<file path="config.mk">
export PLATFORM = sky130hd
export DESIGN_NAME = rlqt_ram
export DESIGN_NICKNAME = d
export VERILOG_FILES = /design/src/design/rlqt_ram.sv
export SDC_FILE = /design/constraint.sdc
export NUM_CORES = 1
export LEC_CHECK = 0
export BUFFER_PORTS_ARGS = -buffer_cell sky130_fd_sc_hd__buf_2
export CAP_MARGIN = 20
export CORE_ASPECT_RATIO = 0.9
export CORE_MARGIN = 1
export CORE_UTILIZATION = 30
export DETAILED_ROUTE_END_ITERATION = 8
export GPL_ROUTABILITY_DRIVEN = 0
export PLACE_DENSITY_LB_ADDON = 0.1
export SLEW_MARGIN = 0
export SYNTH_ARGS = -nofsm -noshare
export SYNTH_HDL_FRONTEND = slang
export SYNTH_SLANG_ARGS = --single-unit
</file>
<file path="constraint.sdc">
create_clock -name clk -period 3.2 [get_ports clk]
set_input_delay 0.32 -clock clk [delete_from_list [all_inputs] [get_ports clk]]
set_output_delay 0.32 -clock clk [all_outputs]
set_load 0.02 [all_outputs]
</file>
<file path="src/design/rlqt_ram.sv">
// ----------------------------------------------------------------------------
// rlqt_ram: generic single write port memory
// One write and one read address per cycle, registered read data.
// ----------------------------------------------------------------------------
module rlqt_ram #(
  parameter int WIDTH = 8,
  parameter int DEPTH = 16
) (
  input  logic                     clk,
  input  logic                     we,
  input  logic [$clog2(DEPTH)-1:0] waddr,
  input  logic [WIDTH-1:0]         wdata,
  input  logic [$clog2(DEPTH)-1:0] raddr,
  output logic [WIDTH-1:0]         rdata
);

  logic [WIDTH-1:0] mem [DEPTH];
  logic [WIDTH-1:0] rdata_r;

  always_ff @(posedge clk) begin
    if (we) begin
      mem[waddr] <= wdata;
    end
    rdata_r <= mem[raddr];
  end

  assign rdata = rdata_r;

endmodule

</file>
==> results.sh <==
export IMPL_crit_type="in -> reg"
export IMPL_cts_repair_resized=0
export IMPL_cts_made_buffers=17
export IMPL_fp_dieW_um=140.1
export IMPL_tightest_slew_ns=0.9915
export IMPL_row_count=45
export IMPL_drtIter0Drc=94
export IMPL_final_util=0.3671
export IMPL_grt_max_degree=21
export IMPL_wl_um=10700
export IMPL_yosysTopAreaCellShare=0.7467
export IMPL_port_buffers=25
export IMPL_root_buffer="clkbuf_16"
export IMPL_clk_path_buf_depth=2
export IMPL_min_path_type="in -> reg"
export IMPL_maxSlewViolCount=0
export IMPL_ys_seq_area_frac=0.7778
export IMPL_cp_start_kind="input port"
export IMPL_cap_violations=0
export IMPL_core_mm2=0.01683
export IMPL_grt_ovfl_total=0
export IMPL_min_to="mem[12][7]$_DFFE_PP_"
export IMPL_synth_common_cells="128 x edfxtp_1, 18 x mux4_2, 16 x a22oi_1, 14 x mux4_1, 13 x nor2_1"
export IMPL_cp_end_kind="flip-flop"
export IMPL_min_period_ns=1.691
export IMPL_ys_ff_latch=136
export IMPL_synth_edf_count=128
export IMPL_antenna_found_initial=1
export IMPL_drt_pass1_iter_count=4
export IMPL_synthesis_nets=247
export IMPL_drtAntennaViolNets=0
export IMPL_grtUsageTotal=0.1345
export IMPL_yosysMostFrequentCell="edfxtp_1"
export IMPL_worstHoldPathCells=1
export IMPL_ir_worst_vdd_v=0.0003653
export IMPL_outcome="completed"
export IMPL_grt_pass1_vias=2508
export IMPL_fmax_mhz=591.2
export IMPL_cts_setup_buffers=0
export IMPL_final_setup_viol_count=0
export IMPL_ctsHtreeMaxLevel=4
export IMPL_cts_num_sinks=136
export IMPL_synth_top_area_cell="edfxtp_1"
export IMPL_critPathMaxFanout=19
export IMPL_syn_inst=229
export IMPL_setup_tns_ns=0
export IMPL_path_clk_slew_ns=0.05
export IMPL_finalHoldViolCount=0
export IMPL_drc=0
export IMPL_die_h_um=126.3
export IMPL_ys_warn_count=0
export IMPL_syn_area_mm2=0.005147
export IMPL_avgSynthCellArea_um2=22.48
export IMPL_drt_wirelength_per_cell_um=21.36
export IMPL_start_util=0.3058
export IMPL_syn2layout_area_growth_pct=20.05
export IMPL_cts_tree="done"
export IMPL_finalCritPeriodShare=0.5286
export IMPL_synthFlopType="edfxtp_1"
export IMPL_vias_per_cell=4.705
export IMPL_async_flop_share=0
export IMPL_hp_start="wdata[7]"
export IMPL_rsz0062_at_grt="no"
export IMPL_grt_pass1_wl_um=16020
export IMPL_relSlewSlack=0.3377
export IMPL_place_hpwl_um=6583
export IMPL_required_ns=3.49
export IMPL_vias=2357
export IMPL_clkLatencyLatePin_ns=0.41
export IMPL_worst_ep_arrival_time_ns=1.98
export IMPL_r2r_cells=3
export IMPL_final_layout_size_suffix_gt1_frac=0.2837
export IMPL_die_area_mm2=0.01769
export IMPL_r2r_end="rdata[2]$_DFF_P_"
export IMPL_io_pins=26
export IMPL_r2r_slack_ns=1.84
export IMPL_yosys_cell_types_count=19
export IMPL_power_density_mw_per_mm2=687.3
export IMPL_final_nets=294
export IMPL_postCtsHoldBufs=0
export IMPL_r2r_start="mem[10][2]$_DFFE_PP_"
export IMPL_finalPower_mw=4.247
export IMPL_finClkSkew_ns=0.003610
export IMPL_p_leak_nw=2.069
export IMPL_synthTopCellsByArea="edfxtp_1 75%, mux4_2 7.9%, mux4_1 7.1%, dfxtp_1 3.1%, a22oi_1 2.3%"
==> placed cells by master, fill, tap and decap left out, types with 2 or more instances in the layout <==
cell type and instances:
clkbuf_16 17, clkinv_1 4, mux4_2 18, edfxtp_1 128
dfxtp_1 8, nand2_1 9, clkinv_2 3, nand2b_1 2
buf_4 12, a22oi_1 16, nand3b_1 2, nor3_1 4
clkbuf_1 3, bufinv_16 5, mux4_1 14, nor2_1 13
buf_2 25
==> worst max path at each step <==
stage	from	endpoint	slack (ns)	cells past startpoint
6_report	raddr[0]	rdata[2]$_DFF_P_	1.51	5
5_1_grt	raddr[0]	rdata[2]$_DFF_P_	1.38	5
4_1_cts	raddr[0]	rdata[2]$_DFF_P_	1.46	5
3_5_place_dp	raddr[0]	rdata[2]$_DFF_P_	1.02	5
3_3_place_gp	raddr[0]	rdata[1]$_DFF_P_	1.06	5
2_1_floorplan	waddr[2]	mem[0][0]$_DFFE_PP_	1.39	2
==> metal layers <==
metal  GRT usage  wire (µm)  vias up
li1            -          -     1073
met1      0.1756       4991     1229
met2      0.2050       5053       44
met3     0.04106        502       11
met4     0.06399        155        0
met5           0          0        -
==> worst max-delay path: stages <==
cell and delay [ns]:
buf_2 0.43, buf_12 0.26, mux4_1 0.57, a22oi_1 0.29
nand2_1 0.08
==> state kept, by name, indices dropped and copies added, names as in the netlist <==
register  flops
mem         128
rdata         8
==> power breakdown <==
part           total [mW]  internal [mW]  switching [mW]
combinational       0.192         0.0764           0.116
sequential           2.00           1.99          0.0106
clock                2.05           1.37           0.686
==> logic make-up (layout without fill, tap and decap cells) <==
group           Yosys count  count (layout)  synth area share
flops                   136             136            0.7778
simple gates             35              35           0.03184
mux                      32              32            0.1502
compound gates           16              16           0.02334
buf+inv                  10              70           0.01677
other cells               0               1                 0
==> per-stage QoR <==
step / instance area (µm²) / worst slack, ns / hold WS, ns / std cells
2_1_floorplan: 5147 / 1.387 / 0.4189 / 229
3_3_place_gp: 5560 / 1.055 / 0.6666 / 468
3_5_place_dp: 5560 / 1.022 / 0.6659 / 468
4_1_cts: 6177 / 1.463 / 0.2793 / 500
5_1_grt: 6177 / 1.383 / 0.2902 / 500
6_report: 6180 / 1.509 / 0.2996 / 501
==> cell type report <==
type                       count  area, µm²
antenna                        1      2.502
clock buffer                  20      436.7
timing repair buffer          38      235.2
fill                        1530      10660
clock inverter                12      180.2
multi-input combinational     83       1057
sequential                   136       4004
tap                          211      264.0
Power figures use the tool's default switching activity.
